==> config.mk <==
export PLATFORM = sky130hd
export DESIGN_NAME = ynsa_out
export DESIGN_NICKNAME = d
export VERILOG_FILES = /design/src/rtl/core/ynsa_pkg.sv /design/src/rtl/core/ynsa_out.sv
export SDC_FILE = /design/constraint.sdc
export NUM_CORES = 1
export LEC_CHECK = 0
export BUFFER_PORTS_ARGS = -buffer_cell sky130_fd_sc_hd__buf_2
export CAP_MARGIN = 20
export CORE_ASPECT_RATIO = 1.4
export CORE_UTILIZATION = 28
export DETAILED_ROUTE_END_ITERATION = 7
export PLACE_DENSITY_LB_ADDON = 0.08
export SLEW_MARGIN = 20
export SYNTH_ARGS = -nofsm -noshare
export SYNTH_HDL_FRONTEND = slang
export SYNTH_SLANG_ARGS = --single-unit
==> constraint.sdc <==
create_clock -name clk -period 27.1 [get_ports clk]
set_clock_uncertainty 0.2 [all_clocks]
set_input_delay 2.71 -clock clk [delete_from_list [all_inputs] [get_ports clk]]
set_output_delay 2.71 -clock clk [all_outputs]
set_load 0.03 [all_outputs]
==> src/rtl/core/ynsa_pkg.sv <==
// ----------------------------------------------------------------------------
// ynsa_pkg
// Shared widths, register codes, stage types and divider step for the
// nearest-neighbor YUV scaler address generator.
// ----------------------------------------------------------------------------
package ynsa_pkg;

	localparam int X_W       = 13;
	localparam int DIM_W     = 14;
	localparam int STRIDE_W  = 15;
	localparam int ADDR_W    = 28;
	localparam int PROD_W    = X_W + DIM_W;
	localparam int Q_W       = X_W;
	localparam int DIV_STEPS = Q_W;
	localparam int PLANE_W   = STRIDE_W + DIM_W;

	localparam int PADDR_W   = 5;
	localparam int PDATA_W   = 32;
	localparam int S_TDATA_W = 32;
	localparam int M_TDATA_W = 88;
	localparam int M_TUSER_W = 1;

	localparam logic [DIM_W-1:0]    MAX_DIM          = DIM_W'(8192);
	localparam logic [DIM_W-1:0]    RST_SRC_WIDTH    = DIM_W'(640);
	localparam logic [DIM_W-1:0]    RST_SRC_HEIGHT   = DIM_W'(480);
	localparam logic [STRIDE_W-1:0] RST_SRC_STRIDE   = STRIDE_W'(1280);
	localparam logic [DIM_W-1:0]    RST_DST_WIDTH    = DIM_W'(640);
	localparam logic [DIM_W-1:0]    RST_DST_HEIGHT   = DIM_W'(480);

	typedef enum logic [2:0] {
		REG_PIXEL_FORMAT = 3'd0,
		REG_SRC_WIDTH    = 3'd1,
		REG_SRC_HEIGHT   = 3'd2,
		REG_SRC_STRIDE   = 3'd3,
		REG_DST_WIDTH    = 3'd4,
		REG_DST_HEIGHT   = 3'd5
	} reg_idx_t;

	typedef enum logic {
		FMT_YUYV   = 1'b0,
		FMT_YUV420 = 1'b1
	} fmt_t;

	typedef struct packed {
		fmt_t                fmt;
		logic [DIM_W-1:0]    src_width;
		logic [DIM_W-1:0]    src_height;
		logic [STRIDE_W-1:0] src_stride;
		logic [DIM_W-1:0]    dst_width;
		logic [DIM_W-1:0]    dst_height;
	} cfg_t;

	typedef struct packed {
		logic              inv;
		logic [PROD_W-1:0] px;
		logic [PROD_W-1:0] py;
		logic [PROD_W-1:0] pc;
	} front_t;

	typedef struct packed {
		logic [DIM_W-1:0] rem;
		logic [X_W-1:0]   num;
		logic [Q_W-1:0]   quo;
	} lane_t;

	typedef struct packed {
		logic           inv;
		logic [Q_W-1:0] sx;
		logic [Q_W-1:0] sy;
		logic [Q_W-1:0] cy;
	} div_t;

	typedef struct packed {
		logic              inv;
		logic [Q_W-1:0]    sx;
		logic [ADDR_W-1:0] base;
		logic [ADDR_W-1:0] coff_m;
		logic [ADDR_W-1:0] plane;
		logic [ADDR_W-1:0] extra;
	} p1_t;

	typedef struct packed {
		logic              inv;
		logic [ADDR_W-1:0] luma;
		logic [ADDR_W-1:0] ycb;
		logic [ADDR_W-1:0] ycr;
		logic [ADDR_W-1:0] coff;
		logic [ADDR_W-1:0] cb_plane;
		logic [ADDR_W-1:0] cr_plane;
	} mid_t;

	typedef struct packed {
		logic              inv;
		logic [ADDR_W-1:0] luma;
		logic [ADDR_W-1:0] cb;
		logic [ADDR_W-1:0] cr;
	} res_t;

	function automatic lane_t lane_init(logic [PROD_W-1:0] n);
		lane_t l;
		l.rem = n[PROD_W-1:X_W];
		l.num = n[X_W-1:0];
		l.quo = '0;
		return l;
	endfunction

	// one restoring division step, one quotient bit
	function automatic lane_t div_step(lane_t l, logic [DIM_W-1:0] d);
		lane_t          r;
		logic [DIM_W:0] t;
		logic [DIM_W:0] diff;
		logic           ge;
		t      = {l.rem, l.num[X_W-1]};
		diff   = t - {1'b0, d};
		ge     = (t >= {1'b0, d});
		r.rem  = ge ? diff[DIM_W-1:0] : t[DIM_W-1:0];
		r.num  = {l.num[X_W-2:0], 1'b0};
		r.quo  = {l.quo[Q_W-2:0], ge};
		return r;
	endfunction

endpackage

==> src/rtl/core/ynsa_out.sv <==
// ----------------------------------------------------------------------------
// ynsa_out
// Final chroma select, output register and skid register; drives the
// pipeline advance enable.
// ----------------------------------------------------------------------------
module ynsa_out (
	input  logic                clk,
	input  logic                arst_n,
	input  logic                v_in,
	input  ynsa_pkg::mid_t      d_in,
	input  ynsa_pkg::fmt_t      fmt,
	output logic                en,
	output logic                out_valid,
	input  logic                out_ready,
	output ynsa_pkg::res_t      out_res
);
	import ynsa_pkg::*;

	res_t res;
	res_t out_q;
	res_t skid_q;
	logic out_v_q;
	logic skid_v_q;
	logic take;
	logic drain;

	always_comb begin
		res.inv  = d_in.inv;
		res.luma = d_in.luma;
		res.cb   = (fmt == FMT_YUV420) ? d_in.cb_plane + d_in.coff : d_in.ycb;
		res.cr   = (fmt == FMT_YUV420) ? d_in.cr_plane + d_in.coff : d_in.ycr;
		if (d_in.inv) begin
			res.luma = '0;
			res.cb   = '0;
			res.cr   = '0;
		end
	end

	assign en    = !skid_v_q;
	assign take  = v_in & en;
	assign drain = !out_v_q | out_ready;

	always_ff @(posedge clk or negedge arst_n) begin
		if (!arst_n) begin
			out_v_q  <= 1'b0;
			skid_v_q <= 1'b0;
		end else if (drain) begin
			out_v_q  <= skid_v_q | take;
			skid_v_q <= 1'b0;
		end else if (take) begin
			skid_v_q <= 1'b1;
		end
	end

	always_ff @(posedge clk) begin
		if (drain) begin
			out_q <= skid_v_q ? skid_q : res;
		end else if (take) begin
			skid_q <= res;
		end
	end

	assign out_valid = out_v_q;
	assign out_res   = out_q;

endmodule

==> flow_summary.yaml <==
route:
  vias_per_cell: 4.91
  drt_pass1_iterations: 4
  wl_um: 32700
  remaining_drc_errors: 0
  vias: 8012
  first_iter_violations: 368
  antenna_left: 0
  wl_per_cell_um: 20.1
timing:
  rsz0062_at_grt: "no"
  fin_setup_tns_ns: 0
  slew_viol_final: 0
  setup_violations: 0
  hold_viol_final: 0
  fin_crit_ns: 5.49
  worst_pin_slew_ns: 0.926
  relSlewSlack: 0.381
  post-route-period-util: 0.202
  fmaxAchievable_mhz: 182
synth:
  ys.warnings.count: 0
  yosysTopAreaCell: "edfxtp_1"
  ys_seq_elements: 172
  synth_top_cell_area_share: 0.499
  ys_types: 75
  synth-seq-area-share: 0.504
  synthArstFlopShare: 0.0116
  syn-num-nets: 1142
  synth_area_per_cell_um2: 11.2
  syn_inst: 912
  ys.flop_type: "edfxtp_1"
  synth_edf_count: 170
  synth_area_leaders: "edfxtp_1 (50%), ha_1 (6.6%), mux2_2 (4.6%)"
  synth_area_um2: 10200
layout:
  instances_no_fill: 1631
  final_nets: 1384
  syn2layout_area_growth_pct: 24.1
  mostFrequentLayoutCells: "buf_2 (259), edfxtp_1 (170), nand2_1 (86)"
  final_common_cell: "buf_2"
  drive_gt1_frac: 0.311
critical_path:
  critPathLaunch: "d_in[0]"
  crit_required_ns: 27.10
  critPathSlowestCell: "a31oi_1"
  cp_max_fo: 4
  end_kind: "flip-flop"
  start_kind: "input port"
  cp.arrival_ns: 5.49
  rr_startpoint: "skid_v_q"
  worstPathCellList: "buf_2, ha_1, fa_1, a21o_1, a21oi_2, o21ai_1, a31oi_1, o21ai_0, mux2_2, a31oi_1, mux2_2"
  ff2ff_setup_slack_ns: 24.61
  critPathKind: "input port to flip-flop"
  slowest_delay_ns: 0.55
clock_tree:
  clk_path_buf_depth: 2
  insertion_delay_ns: 0.45
  cts_root_buf: "clkbuf_16"
  clk_pin_slew_worst_paths_ns: 0.07
  hold_buffers: 0
  postCtsSetupBuffers: 0
  cts_max_level: 4
  cts_repair_resize_count: 0
  cts_inserted_buffers: 17
  cts_sinks: 172
  cts_tree: "done"
global_routing:
  gr-total-overflow: 0
  grt_pass1_wl_um: 49000
  antenna_found_initial: 2
  grt_pass1_vias: 8126
  track_usage: 0.179
  grt_max_degree: 66
run:
  cap_violations: 0
worst_hold_path:
  hp-start: "skid_q[1]"
  hold_class: "flip-flop to flip-flop"
floorplanning:
  io_pins: 261
  core_area_um2: 35900
  die_y_um: 228
  rows: 82
  initial_core_util: 0.285
  die_w_um: 163
  die-area_um2: 37300
power_and_ir_drop:
  p_leak_nw: 5.33
  peakVddDrop_uv: 33.6
  p_per_area_nw_per_um2: 63.6
placed_design:
  placed_cells: 1597
  dp_hpwl_um: 24000
  numPortBuffers: 260
  gp_congestion: 0.886
run_status:
  status: "finished, final reports clean"
where the power goes:
| part | internal [mW] | switching (mW) | total [mW] | leakage [nW] |
|---|---|---|---|---|
| Combinational | 0.0677 | 0.124 | 0.192 | 3.30 |
| Clock | 0.174 | 0.112 | 0.287 | 0.326 |
| Sequential | 0.321 | 0.00620 | 0.328 | 1.71 |
per-layer routing:
layer	share of wire	global-route usage	up-vias	routed length (µm)
li1	-	-	3969	-
met3	0.037	0.0313	35	1220
met4	0.029	0.0712	0	940
met5	0	0	-	0
met2	0.48	0.297	202	15700
met1	0.45	0.227	3806	14800
final timing paths:
check | end | depth (start not counted)
max | out_res[22] | 11
min | out_res[1] | 2
max reg2reg | skid_q[9] | 3
min reg2reg | out_res[1] | 2
max in group asynchronous | skid_v_q | 1
min in group asynchronous | skid_v_q | 1
synthesized netlist by cell type (7+ instances only):
| cell | number |
|---|---|
| a311oi_1 | 10 |
| or3_1 | 9 |
| nand3_1 | 16 |
| and3_1 | 9 |
| a21oi_1 | 55 |
| a211oi_1 | 10 |
| edfxtp_1 | 170 |
| mux2i_1 | 23 |
| ha_1 | 54 |
| nor2b_1 | 34 |
| nor2_1 | 69 |
| o211ai_1 | 7 |
| o21ai_0 | 34 |
| nand4_1 | 12 |
| nand2b_1 | 7 |
| o21a_1 | 11 |
| inv_1 | 15 |
| a21o_1 | 34 |
| nand2_1 | 86 |
| o31ai_1 | 30 |
| xnor2_1 | 17 |
| nor3_1 | 8 |
| buf_1 | 11 |
| clkbuf_1 | 31 |
| mux2_2 | 42 |
| xor2_1 | 15 |
worst max-delay path: cells and delay by family:
kind	cells	cell delay, ns
adder cells (fa/ha/maj)	2	0.62
multiplexers	2	0.56
AO/OA/AOI/OAI	6	1.52
buffers and inverters	1	0.10
registers in the layout, summed over array words and instances (netlist names):
name and flops:
skid_q 85, out_res 85, out_valid 1, skid_v_q 1
layout make-up:
type	instances	area, µm²
clock inverters	13	235
clock buffers	19	433
multi-input cells	678	4840
fillers	3741	23200
diodes	2	5.00
flip-flops and latches	172	5160
inverters	15	56.3
well taps	462	578
repair buffers	270	1380
kinds of logic after synthesis:
group                    share of synthesized area
multiplexers                                0.0710
adder cells (fa/ha/maj)                     0.0700
AO/OA/AOI/OAI                                0.173
flip-flops                                   0.504
buffers and inverters                       0.0236
XOR/XNOR                                    0.0274
AND/OR/NAND/NOR                              0.130
per-stage QoR:
step                total power [mW]  cell area [µm²]   util  setup WS [ns]  hold WS [ns]
finish                         0.806            12700  0.353          21.61         0.325
global placement               0.528            12000  0.334          21.13         0.305
global route                   0.846            12700  0.353          21.40         0.345
floorplan                      0.464            10200      -          15.09         0.298
detailed placement             0.528            12000  0.334          21.11         0.311
CTS                            0.820            12700  0.353          21.59         0.328
(Power assumes the default switching activity.)
