`config.mk`:
```
export PLATFORM = sky130hd
export DESIGN_NAME = ynsa_div
export DESIGN_NICKNAME = d
export VERILOG_FILES = /design/src/rtl/core/ynsa_pkg.sv /design/src/rtl/core/ynsa_div.sv
export SDC_FILE = /design/constraint.sdc
export NUM_CORES = 2
export LEC_CHECK = 0
export ABC_AREA = 1
export BUFFER_PORTS_ARGS = -buffer_cell sky130_fd_sc_hd__buf_2
export CAP_MARGIN = 20
export CORE_MARGIN = 8
export CORE_UTILIZATION = 39
export DETAILED_ROUTE_END_ITERATION = 12
export GPL_ROUTABILITY_DRIVEN = 0
export PLACE_DENSITY = 0.58
export SETUP_SLACK_MARGIN = 0.4
export SYNTH_ARGS = -nofsm -noshare
export SYNTH_HDL_FRONTEND = slang
export SYNTH_SLANG_ARGS = --single-unit
```
`constraint.sdc`:
```
create_clock -name clk -period 5.27 [get_ports clk]
set_input_delay 0 -clock clk [delete_from_list [all_inputs] [get_ports clk]]
set_output_delay 0 -clock clk [all_outputs]
set_load 0.02 [all_outputs]
```
`src/rtl/core/ynsa_pkg.sv`:
```
// ----------------------------------------------------------------------------
// ynsa_pkg
// Shared widths, register codes, stage types and divider step for the
// nearest-neighbor YUV scaler address generator.
// ----------------------------------------------------------------------------
package ynsa_pkg;

	localparam int X_W       = 13;
	localparam int DIM_W     = 14;
	localparam int STRIDE_W  = 15;
	localparam int ADDR_W    = 28;
	localparam int PROD_W    = X_W + DIM_W;
	localparam int Q_W       = X_W;
	localparam int DIV_STEPS = Q_W;
	localparam int PLANE_W   = STRIDE_W + DIM_W;

	localparam int PADDR_W   = 5;
	localparam int PDATA_W   = 32;
	localparam int S_TDATA_W = 32;
	localparam int M_TDATA_W = 88;
	localparam int M_TUSER_W = 1;

	localparam logic [DIM_W-1:0]    MAX_DIM          = DIM_W'(8192);
	localparam logic [DIM_W-1:0]    RST_SRC_WIDTH    = DIM_W'(640);
	localparam logic [DIM_W-1:0]    RST_SRC_HEIGHT   = DIM_W'(480);
	localparam logic [STRIDE_W-1:0] RST_SRC_STRIDE   = STRIDE_W'(1280);
	localparam logic [DIM_W-1:0]    RST_DST_WIDTH    = DIM_W'(640);
	localparam logic [DIM_W-1:0]    RST_DST_HEIGHT   = DIM_W'(480);

	typedef enum logic [2:0] {
		REG_PIXEL_FORMAT = 3'd0,
		REG_SRC_WIDTH    = 3'd1,
		REG_SRC_HEIGHT   = 3'd2,
		REG_SRC_STRIDE   = 3'd3,
		REG_DST_WIDTH    = 3'd4,
		REG_DST_HEIGHT   = 3'd5
	} reg_idx_t;

	typedef enum logic {
		FMT_YUYV   = 1'b0,
		FMT_YUV420 = 1'b1
	} fmt_t;

	typedef struct packed {
		fmt_t                fmt;
		logic [DIM_W-1:0]    src_width;
		logic [DIM_W-1:0]    src_height;
		logic [STRIDE_W-1:0] src_stride;
		logic [DIM_W-1:0]    dst_width;
		logic [DIM_W-1:0]    dst_height;
	} cfg_t;

	typedef struct packed {
		logic              inv;
		logic [PROD_W-1:0] px;
		logic [PROD_W-1:0] py;
		logic [PROD_W-1:0] pc;
	} front_t;

	typedef struct packed {
		logic [DIM_W-1:0] rem;
		logic [X_W-1:0]   num;
		logic [Q_W-1:0]   quo;
	} lane_t;

	typedef struct packed {
		logic           inv;
		logic [Q_W-1:0] sx;
		logic [Q_W-1:0] sy;
		logic [Q_W-1:0] cy;
	} div_t;

	typedef struct packed {
		logic              inv;
		logic [Q_W-1:0]    sx;
		logic [ADDR_W-1:0] base;
		logic [ADDR_W-1:0] coff_m;
		logic [ADDR_W-1:0] plane;
		logic [ADDR_W-1:0] extra;
	} p1_t;

	typedef struct packed {
		logic              inv;
		logic [ADDR_W-1:0] luma;
		logic [ADDR_W-1:0] ycb;
		logic [ADDR_W-1:0] ycr;
		logic [ADDR_W-1:0] coff;
		logic [ADDR_W-1:0] cb_plane;
		logic [ADDR_W-1:0] cr_plane;
	} mid_t;

	typedef struct packed {
		logic              inv;
		logic [ADDR_W-1:0] luma;
		logic [ADDR_W-1:0] cb;
		logic [ADDR_W-1:0] cr;
	} res_t;

	function automatic lane_t lane_init(logic [PROD_W-1:0] n);
		lane_t l;
		l.rem = n[PROD_W-1:X_W];
		l.num = n[X_W-1:0];
		l.quo = '0;
		return l;
	endfunction

	// one restoring division step, one quotient bit
	function automatic lane_t div_step(lane_t l, logic [DIM_W-1:0] d);
		lane_t          r;
		logic [DIM_W:0] t;
		logic [DIM_W:0] diff;
		logic           ge;
		t      = {l.rem, l.num[X_W-1]};
		diff   = t - {1'b0, d};
		ge     = (t >= {1'b0, d});
		r.rem  = ge ? diff[DIM_W-1:0] : t[DIM_W-1:0];
		r.num  = {l.num[X_W-2:0], 1'b0};
		r.quo  = {l.quo[Q_W-2:0], ge};
		return r;
	endfunction

endpackage

```
`src/rtl/core/ynsa_div.sv`:
```
// ----------------------------------------------------------------------------
// ynsa_div
// Pipelined restoring divider, one quotient bit per stage, three lanes:
// source column, source row and chroma row.
// ----------------------------------------------------------------------------
module ynsa_div (
	input  logic                clk,
	input  logic                arst_n,
	input  logic                en,
	input  logic                v_in,
	input  ynsa_pkg::front_t    d_in,
	input  ynsa_pkg::cfg_t      cfg,
	output logic                v_out,
	output ynsa_pkg::div_t      d_out
);
	import ynsa_pkg::*;

	logic [DIV_STEPS-1:0] v_s;
	logic [DIV_STEPS-1:0] inv_s;
	lane_t                lx_s [DIV_STEPS];
	lane_t                ly_s [DIV_STEPS];
	lane_t                lc_s [DIV_STEPS];

	always_ff @(posedge clk or negedge arst_n) begin
		if (!arst_n) begin
			v_s <= '0;
		end else if (en) begin
			v_s <= {v_s[DIV_STEPS-2:0], v_in};
		end
	end

	always_ff @(posedge clk) begin
		if (en) begin
			inv_s   <= {inv_s[DIV_STEPS-2:0], d_in.inv};
			lx_s[0] <= div_step(lane_init(d_in.px), cfg.dst_width);
			ly_s[0] <= div_step(lane_init(d_in.py), cfg.dst_height);
			lc_s[0] <= div_step(lane_init(d_in.pc), cfg.dst_height);
			for (int i = 1; i < DIV_STEPS; i++) begin
				lx_s[i] <= div_step(lx_s[i-1], cfg.dst_width);
				ly_s[i] <= div_step(ly_s[i-1], cfg.dst_height);
				lc_s[i] <= div_step(lc_s[i-1], cfg.dst_height);
			end
		end
	end

	assign v_out     = v_s[DIV_STEPS-1];
	assign d_out.inv = inv_s[DIV_STEPS-1];
	assign d_out.sx  = lx_s[DIV_STEPS-1].quo;
	assign d_out.sy  = ly_s[DIV_STEPS-1].quo;
	assign d_out.cy  = lc_s[DIV_STEPS-1].quo;

endmodule

```
==> flow_summary.toml <==
[final_layout]
postLayoutCoreUtil_pct = 44.0
finish.net_count = 9931
area_growth_pct = 12.7
drive_gt1_share_pct = 8.85
final_cell_area_um2 = 82300
final_cell_mix = "nand2_1, inv_1, edfxtp_1, ha_1, nand3_1"
final_common_cell = "nand2_1"
nFillCells = 18200

[clock_tree]
cts_resized = 0
post_cts_buffers = 0
cts.clk_slew.worst_paths_ps = 50
cts_tree = "yes"
ctsHoldBuffers = 168
cts_made_buffers = 132
cts_root_buf = "clkbuf_16"
max-clock-path-buffers = 3
cts.htree.levels = 4
cts_sinks = 1037
clock_latency_ps = 770

[die]
pin_count = 199
die_h_um = 449
die_x_um = 449
core_um2 = 187000
start_util_pct = 39.1
die_area_um2 = 201000
rows = 159

[status]
status = "completed"

[setup_path]
rrSetupSlack_ps = 2790
worst-path-max-fanout = 25
start_kind = "primary input"
worstPathArrival_ps = 3520
cp.buffers_inverters = 6
cp_top_family = "buffers and inverters"
crit_top_cell = "dlygate4sd3_1"
crit_chain = "dlygate4sd3_1 -> buf_2 -> inv_2 -> buf_4 -> ha_1 -> nand2_1 -> nor2_1 -> nand4_4 -> nand4_1 -> dlygate4sd3_1 -> nand2_1 -> dlygate4sd3_1"
critPathKind = "in2reg"
cp.required_ps = 5770
endpoint_kind = "flop"
worst_path_largest_cell_delay_ps = 580
crit_path_top_delay_cell = "dlygate4sd3_1"

[sta]
setup_viol = 0
slew-limit-headroom_pct = 31.0
worst_pin_slew_ps = 1030
final_max_slew_viol_count = 0
post-route-min-period_ps = 3020
tns_ps = 0
hold_viol_final = 0
fmax_mhz = 332
rsz0062_at_grt = "false"
finalClockSkew_ps = 31.2
finalCritPeriodShare_pct = 57.2

[synth]
synth_area_per_cell_um2 = 8.34
synth_ff_type = "edfxtp_1"
synth-seq-cells = 1037
synth_edf_count = 1024
synth_cell_types = 45
async_flop_share_pct = 1.25
yosys_warnings = 0
netlist_area_um2 = 73000
syn-num-nets = 9530
synth_cells = 8754
yosysSeqAreaShare_pct = 42.6

[placed_design]
hpwl_um = 124000
post_dp_cell_area_um2 = 76300
portBuffers = 154

[power_and_ir_drop]
power_leakage_nw = 40.2
p_per_area_nw_per_um2 = 522
irDropWorstVdd_mv = 0.293

[global_routing]
grt_start_max_net_pins = 159
grt_usage_pct = 16.3
grt_pass1_vias = 54400
grt_pass1_wl_um = 273000
grt_antenna_before_repair = 1
overflow = 0

[routing]
totalWireLength_um = 170000
via_per_inst = 4.83
vias = 56700
drt-pass1-iter-count = 8
drt_iter0_markers = 3285
wl_per_cell_um = 14.5
drc = 0
antenna_left = 0

[worst_hold_path]
worstHoldPathType = "in2reg"

[job]
drv_cap = 0
==> registers in the layout, summed over array words and instances (netlist names) <==
signal,flops
lc_s,337
lx_s,337
inv_s,13
v_s,13
ly_s,337
==> stage by stage <==
step	power, mW	hold WS [ps]	setup slack [ps]	instances
global placement	33.5	-109	2340	11300
CTS	43.3	42.2	2410	11700
global route	46.8	102	2180	11800
finish	43.0	118	2250	11800
detailed placement	33.9	-104	2300	11300
floorplan	29.9	-296	2360	8754
==> cell families after synthesis <==
family,share of synthesized area [%]
AND/OR/NAND/NOR,28.7
buffers and inverters,9.61
flip-flops,42.6
adder cells (fa/ha/maj),11.0
AO/OA/AOI/OAI,5.05
XOR/XNOR,3.02
multiplexers,0.0463
==> worst paths after layout <==
path	endpoint	start	cells after the start
worst max-delay path	ly_s[0][37]	cfg[13]	12
worst min-delay path	ly_s[9][31]	cfg[6]	6
worst max register to register	ly_s[2][36]	ly_s[1][33]	10
worst min register to register	lx_s[1][167]	lx_s[1][127]	0
max in group asynchronous	v_s[8]	arst_n	3
min in group asynchronous	v_s[3]	arst_n	3
==> routing by layer <==
layer  up-vias  GRT usage [%]  share of wire, %
met3       294           2.39               3.9
met5         -              0                 0
met2      1027           28.1                48
li1      29300              -                 -
met4         0           5.50               3.0
met1     26100           20.9                46
==> cell usage after synthesis (26+ instances only) <==
master	number	area share, %
nand2_1	2868	15
inv_1	1592	8.2
edfxtp_1	1024	42
ha_1	582	10
nand3_1	539	3.7
nor2_1	419	2.2
nand4_1	335	2.9
a21oi_1	208	1.4
o21ai_1	179	1.2
xor2_1	167	2.0
o21ai_2	95	1.1
xnor2_1	85	1.0
nor2_2	81	0.69
and2_1	59	0.51
nand2_2	58	0.50
buf_6	47	0.72
nand3_4	39	0.94
nand3b_1	39	0.40
fa_1	36	0.99
a21oi_4	33	0.74
a21o_1	32	0.33
nand4_4	26	0.76
==> worst reg2reg max path, stage by stage (launching register included) <==
cell and delay [ps]:
edfxtp_1 430, ha_1 390, nand2_1 150, inv_1 50
nand2_1 70, nand2_1 80, nand2_1 70, nand2_1 50
nor2_1 750, nand3_1 200, nand2_1 120
==> where the power goes <==
group / total [mW] / switching [mW] / internal [mW]
registers: 13.6 / 1.22 / 12.4
logic: 20.3 / 13.0 / 7.39
clock network: 9.04 / 3.60 / 5.45
total: 43.0 / 17.8 / 25.2
==> final cells by class <==
| cell class | instances | area [um2] | share of cell area [%] |
|---|---|---|---|
| multi-input cells | 6027 | 34900 | 42.4 |
| flip-flops and latches | 1037 | 31100 | 37.8 |
| inverters | 1600 | 6010 | 7.30 |
| clock inverters | 75 | 867 | 1.05 |
| diodes | 1 | 2.50 | 0.00304 |
| clock buffers | 158 | 3460 | 4.21 |
| well taps | 2495 | 3120 | 3.79 |
| repair buffers | 357 | 2820 | 3.43 |
Note: power is estimated with default switching activity, not from simulation.
