$ cat src/rtl/core/ynsa_pkg.sv
// ----------------------------------------------------------------------------
// ynsa_pkg
// Shared widths, register codes, stage types and divider step for the
// nearest-neighbor YUV scaler address generator.
// ----------------------------------------------------------------------------
package ynsa_pkg;

	localparam int X_W       = 13;
	localparam int DIM_W     = 14;
	localparam int STRIDE_W  = 15;
	localparam int ADDR_W    = 28;
	localparam int PROD_W    = X_W + DIM_W;
	localparam int Q_W       = X_W;
	localparam int DIV_STEPS = Q_W;
	localparam int PLANE_W   = STRIDE_W + DIM_W;

	localparam int PADDR_W   = 5;
	localparam int PDATA_W   = 32;
	localparam int S_TDATA_W = 32;
	localparam int M_TDATA_W = 88;
	localparam int M_TUSER_W = 1;

	localparam logic [DIM_W-1:0]    MAX_DIM          = DIM_W'(8192);
	localparam logic [DIM_W-1:0]    RST_SRC_WIDTH    = DIM_W'(640);
	localparam logic [DIM_W-1:0]    RST_SRC_HEIGHT   = DIM_W'(480);
	localparam logic [STRIDE_W-1:0] RST_SRC_STRIDE   = STRIDE_W'(1280);
	localparam logic [DIM_W-1:0]    RST_DST_WIDTH    = DIM_W'(640);
	localparam logic [DIM_W-1:0]    RST_DST_HEIGHT   = DIM_W'(480);

	typedef enum logic [2:0] {
		REG_PIXEL_FORMAT = 3'd0,
		REG_SRC_WIDTH    = 3'd1,
		REG_SRC_HEIGHT   = 3'd2,
		REG_SRC_STRIDE   = 3'd3,
		REG_DST_WIDTH    = 3'd4,
		REG_DST_HEIGHT   = 3'd5
	} reg_idx_t;

	typedef enum logic {
		FMT_YUYV   = 1'b0,
		FMT_YUV420 = 1'b1
	} fmt_t;

	typedef struct packed {
		fmt_t                fmt;
		logic [DIM_W-1:0]    src_width;
		logic [DIM_W-1:0]    src_height;
		logic [STRIDE_W-1:0] src_stride;
		logic [DIM_W-1:0]    dst_width;
		logic [DIM_W-1:0]    dst_height;
	} cfg_t;

	typedef struct packed {
		logic              inv;
		logic [PROD_W-1:0] px;
		logic [PROD_W-1:0] py;
		logic [PROD_W-1:0] pc;
	} front_t;

	typedef struct packed {
		logic [DIM_W-1:0] rem;
		logic [X_W-1:0]   num;
		logic [Q_W-1:0]   quo;
	} lane_t;

	typedef struct packed {
		logic           inv;
		logic [Q_W-1:0] sx;
		logic [Q_W-1:0] sy;
		logic [Q_W-1:0] cy;
	} div_t;

	typedef struct packed {
		logic              inv;
		logic [Q_W-1:0]    sx;
		logic [ADDR_W-1:0] base;
		logic [ADDR_W-1:0] coff_m;
		logic [ADDR_W-1:0] plane;
		logic [ADDR_W-1:0] extra;
	} p1_t;

	typedef struct packed {
		logic              inv;
		logic [ADDR_W-1:0] luma;
		logic [ADDR_W-1:0] ycb;
		logic [ADDR_W-1:0] ycr;
		logic [ADDR_W-1:0] coff;
		logic [ADDR_W-1:0] cb_plane;
		logic [ADDR_W-1:0] cr_plane;
	} mid_t;

	typedef struct packed {
		logic              inv;
		logic [ADDR_W-1:0] luma;
		logic [ADDR_W-1:0] cb;
		logic [ADDR_W-1:0] cr;
	} res_t;

	function automatic lane_t lane_init(logic [PROD_W-1:0] n);
		lane_t l;
		l.rem = n[PROD_W-1:X_W];
		l.num = n[X_W-1:0];
		l.quo = '0;
		return l;
	endfunction

	// one restoring division step, one quotient bit
	function automatic lane_t div_step(lane_t l, logic [DIM_W-1:0] d);
		lane_t          r;
		logic [DIM_W:0] t;
		logic [DIM_W:0] diff;
		logic           ge;
		t      = {l.rem, l.num[X_W-1]};
		diff   = t - {1'b0, d};
		ge     = (t >= {1'b0, d});
		r.rem  = ge ? diff[DIM_W-1:0] : t[DIM_W-1:0];
		r.num  = {l.num[X_W-2:0], 1'b0};
		r.quo  = {l.quo[Q_W-2:0], ge};
		return r;
	endfunction

endpackage

$ cat src/rtl/core/ynsa_addr.sv
// ----------------------------------------------------------------------------
// ynsa_addr
// Address stages: line and plane products, then the per-format sums.
// ----------------------------------------------------------------------------
module ynsa_addr (
	input  logic                clk,
	input  logic                arst_n,
	input  logic                en,
	input  logic                v_in,
	input  ynsa_pkg::div_t      d_in,
	input  ynsa_pkg::cfg_t      cfg,
	output logic                v_s2,
	output ynsa_pkg::mid_t      d_s2
);
	import ynsa_pkg::*;

	logic              v_s1;
	p1_t               p_s1;
	logic [DIM_W-1:0]  half_stride;
	logic [Q_W-1:0]    half_height;
	logic [Q_W-2:0]    sx_half;

	assign half_stride = cfg.src_stride[STRIDE_W-1:1];
	assign half_height = cfg.src_height[DIM_W-1:1];
	assign sx_half     = p_s1.sx[Q_W-1:1];

	always_ff @(posedge clk or negedge arst_n) begin
		if (!arst_n) begin
			v_s1 <= 1'b0;
			v_s2 <= 1'b0;
		end else if (en) begin
			v_s1 <= v_in;
			v_s2 <= v_s1;
		end
	end

	always_ff @(posedge clk) begin
		if (en) begin
			p_s1.inv    <= d_in.inv;
			p_s1.sx     <= d_in.sx;
			p_s1.base   <= ADDR_W'(d_in.sy) * ADDR_W'(cfg.src_stride);
			p_s1.coff_m <= ADDR_W'(d_in.cy) * ADDR_W'(half_stride);
			p_s1.plane  <= ADDR_W'(PLANE_W'(cfg.src_stride) * PLANE_W'(cfg.src_height));
			p_s1.extra  <= ADDR_W'(half_stride) * ADDR_W'(half_height);

			d_s2.inv      <= p_s1.inv;
			d_s2.luma     <= (cfg.fmt == FMT_YUV420) ? p_s1.base + ADDR_W'(p_s1.sx)
				: p_s1.base + ADDR_W'({p_s1.sx, 1'b0});
			d_s2.ycb      <= p_s1.base + ADDR_W'({sx_half, 2'b01});
			d_s2.ycr      <= p_s1.base + ADDR_W'({sx_half, 2'b11});
			d_s2.coff     <= p_s1.coff_m + ADDR_W'(sx_half);
			d_s2.cb_plane <= p_s1.plane;
			d_s2.cr_plane <= p_s1.plane + p_s1.extra;
		end
	end

endmodule

$ cat config.mk
export PLATFORM = sky130hd
export DESIGN_NAME = ynsa_addr
export DESIGN_NICKNAME = d
export VERILOG_FILES = /design/src/rtl/core/ynsa_pkg.sv /design/src/rtl/core/ynsa_addr.sv
export SDC_FILE = /design/constraint.sdc
export NUM_CORES = 2
export LEC_CHECK = 0
export BUFFER_PORTS_ARGS = -buffer_cell sky130_fd_sc_hd__clkbuf_2
export CAP_MARGIN = 15
export CORE_AREA = 8 8 251 253
export DETAILED_ROUTE_END_ITERATION = 12
export DIE_AREA = 0 0 259 261
export HOLD_SLACK_MARGIN = 0.06
export PLACE_DENSITY = 0.8
export SLEW_MARGIN = 20
export SYNTH_ARGS = -nofsm -noshare
export SYNTH_HDL_FRONTEND = slang
export SYNTH_SLANG_ARGS = --single-unit
$ cat constraint.sdc
create_clock -name clk -period 8.6 [get_ports clk]
set_input_delay 1.72 -clock clk [delete_from_list [all_inputs] [get_ports clk]]
set_output_delay 1.72 -clock clk [all_outputs]
set_load 0.01 [all_outputs]
==> results.md <==
- CP Class: in -> reg
- P_int: 0.00847 W
- Die area: 67,600 µm²
- Largest net degree at the start of global routing: 82
- Top Usage Layer GRT: met2
- Layout Nets: 4,662
- Worst EP arrival: 7.70 ns
- Comb pwr share: 0.727
- Worst Hold Class: reg -> reg
- RR Startpoint: p_s1[28]
- Initial Util: 0.592
- Synth cell types: 74
- CTS tree: yes
- Critical path's most frequent cell: fa_1
- PwrDens: 420 nW/µm²
- Met3 Resource Use GR: 0.0343
- Slew HR: 0.351
- Root Driver: clkbuf_16
- Worst-path maximum fanout: 21
- I/O Buffers: 243
- Post-CTS Setup Inserts: 0
- Slowest CP cell: fa_1
- Fillers: 4,678
- Worst Skew: 0.0231 ns
- Area growth syn-to-layout: 7.96%
- GPL Wtd Cong: 0.903
- Synth warn: 0
- Die Y: 261 µm
- R2r endpoint: d_s2[26]
- Req. time, crit path: 8.91 ns
- Synth Instances: 3,569
- Hold path depth: 0
- GRT Overall Usage: 0.230
- Post-synthesis register bit count: 294
- FMAX: 0.135 GHz
- Total chip power: 0.0159 W
- Syn nets: 4,494
- Part of the power in registers: 0.197
- Crit end category: flop
- Clock sinks: 294
- Drt first pass iters: 6
- Initial antenna violation count: 7
- Core Rows: 90
- Met2 Track Usage GR: 0.405
- Htree depth: 1
- Most used DFF post-synth: edfxtp_1
- Dpl hpwl: 61.9 mm
- Cts bufs inserted: 30
- Die width: 259 µm
- Worst-Skew Late Latency: 0.58 ns
- Core Footprint: 59,300 µm²
- Number of global-route vias before repair: 25,900
- R2R cell count: 11
- Clk buf depth: 3
- Post-synth EDFFs: 292
- Worst path bufs/invs: 5
- Async SR Flop Fraction: 0.00680
- Routed vias/inst: 5.51
- Setup tns final: 0 ns
- Post-Syn Area: 35,100 µm²
- RSZ-0062 raised after global routing: false
- Met1 usage in global routing: 0.297
- Util after Layout: 0.639
- Post-DRT Antenna Nets: 0
- Reg-to-reg slack, setup: 5.12 ns
- Final hold slack: 0.419 ns
- Final Instance Area: 37,900 µm²
- Mean area per synthesized cell: 9.84 µm²
- Period utilization: 0.859
- Critical path startpoint category: primary input
- Largest stage delay on the critical path: 0.54 ns
- Clock power frac: 0.075
- Vias: 25,000
- Ports: 286
- Delay-heaviest family, CP: adder cells
- Slew Limit Fails: 0
- Sw power: 0.00746 W
- Layout cells sized above 1: 0.0894
- Worst-path cell chain: clkbuf_2 > and2_1 > fa_1 > fa_1 > fa_1 > inv_1 > fa_1 > inv_1 > fa_1 > inv_1 > fa_1 > inv_1 > ha_1 > nand3_1 > and4bb_1 > o31ai_2 > a31oi_1 > a211oi_2 > o31ai_1 > a21oi_1 > xor2_1
- Final worst path period need: 7.39 ns
- Total wire length: 77.3 mm
- Most frequent cells in the layout: inv_1, fa_1, nand2_1
- Clk slew on worst S/H paths: 0.06 ns
- Commonest non-fill, non-tap cell in the layout: inv_1
- Post_cts resized: 0
- DRC violations left: 0
- Overflow after GRT: 0
- Max-cap viol count: 0
- Status: completed
- Final setup viols: 0
- Worst Tran Pin Value: 0.973 ns
- Worst Min Path Start: p_s1[125]
- IR drop worst, VDD: 0.461 mV
- Seq/Total Area, Yosys: 0.251
- Initial DRC Count: 1,500
- Hold Path End: d_s2[168]
- Placed cell areas: 37,000 µm²
- Pleak: 18.4 nW
- First-pass GRT wire length: 128 mm
- Hold-fix buffers, CTS: 0
- Wirelength per Cell: 17.0 µm
- Sw Share: 0.468
- Final number of hold-violating endpoints: 0
[synth_stat cells, types with 18 or more instances]
library cell | count | area (µm²)
inv_1 | 673 | 2530
fa_1 | 465 | 9310
nand2_1 | 429 | 1610
ha_1 | 344 | 4300
edfxtp_1 | 292 | 8770
and2_1 | 272 | 1700
a21oi_1 | 157 | 786
xnor2_1 | 136 | 1190
clkbuf_1 | 129 | 484
nor2_1 | 117 | 439
xor2_1 | 81 | 709
a21o_1 | 65 | 488
o21ai_0 | 64 | 320
nand3_1 | 31 | 155
nor3_1 | 26 | 130
nand2b_1 | 24 | 150
and3_1 | 21 | 131
o21a_1 | 19 | 143
o21ai_1 | 19 | 95.1
a211oi_1 | 18 | 135
[area by class of cell]
| class | count | area, µm² | share of cell area |
|---|---|---|---|
| Timing Repair Buffer | 267 | 1410 | 0.0371 |
| Tap cell | 782 | 978 | 0.0258 |
| Clock buffer | 36 | 773 | 0.0204 |
| Sequential cell | 294 | 8820 | 0.233 |
| Antenna cell | 5 | 12.5 | 0.000330 |
| Multi-Input combinational cell | 2469 | 23300 | 0.614 |
| Clock inverter | 16 | 123 | 0.00323 |
| Inverter | 675 | 2530 | 0.0668 |
[through the flow]
step / std cells / setup WS (ns)
after global placement: 4487 / 0.829
final: 4544 / 1.21
after floorplan: 3569 / 1.50
after CTS: 4539 / 1.31
after detailed placement: 4487 / 0.716
after global routing: 4541 / 0.966
[how the worst max path moves through the flow]
stage / start / end / slack, ns / cells past startpoint
6_report: cfg[32] / p_s1[53] / 1.21 / 21
3_5_place_dp: cfg[32] / p_s1[53] / 0.72 / 21
3_3_place_gp: cfg[32] / p_s1[53] / 0.83 / 21
2_1_floorplan: cfg[35] / p_s1[53] / 1.50 / 21
5_1_grt: cfg[32] / p_s1[53] / 0.97 / 21
4_1_cts: cfg[32] / p_s1[53] / 1.31 / 21
[registers in the layout, indices dropped and copies added (netlist names)]
| register | flops |
|---|---|
| p_s1 | 124 |
| v_s1 | 1 |
| d_s2 | 168 |
| v_s2 | 1 |
[worst register-to-register path, cell delays in order, from the launching register on]
cell and delay [ns]:
edfxtp_1 0.35, ha_1 0.20, inv_1 0.07, fa_1 0.40
nor2b_1 0.17, o31a_1 0.20, o31ai_1 0.12, a21oi_1 0.39
a31oi_1 0.28, o31ai_1 0.60, nand2_1 0.20, o211a_1 0.27
[power by group through the flow]
stage / clock network [W] / logic [W] / registers, W
after CTS: 0.00123 / 0.0116 / 0.00315
after detailed placement: 0 / 0.0115 / 0.00318
after floorplan: 0 / 0.00877 / 0.00321
after global routing: 0.00127 / 0.0131 / 0.00320
after global placement: 0 / 0.0113 / 0.00316
final: 0.00120 / 0.0116 / 0.00315
[cells by family (layout without fill, tap and decap cells)]
| family | count (synthesis) | in the layout | share of synthesized area |
|---|---|---|---|
| adder cells (fa/ha/maj) | 809 | 809 | 0.388 |
| buffers and inverters | 806 | 994 | 0.0863 |
| AO/OA/AOI/OAI | 453 | 453 | 0.0838 |
| AND/OR/NAND/NOR | 988 | 988 | 0.136 |
| other | 0 | 5 | 0 |
| XOR/XNOR | 217 | 217 | 0.0541 |
| multiplexers | 2 | 2 | 0.000641 |
| flip-flops | 294 | 294 | 0.251 |
[metal layers]
| layer | part of all wire | wire [µm] |
|---|---|---|
| met5 | 0.00040 | 31 |
| met4 | 0.024 | 1820 |
| met3 | 0.065 | 5030 |
| met1 | 0.41 | 32000 |
| met2 | 0.50 | 38500 |
Power figures use the tool's default switching activity.
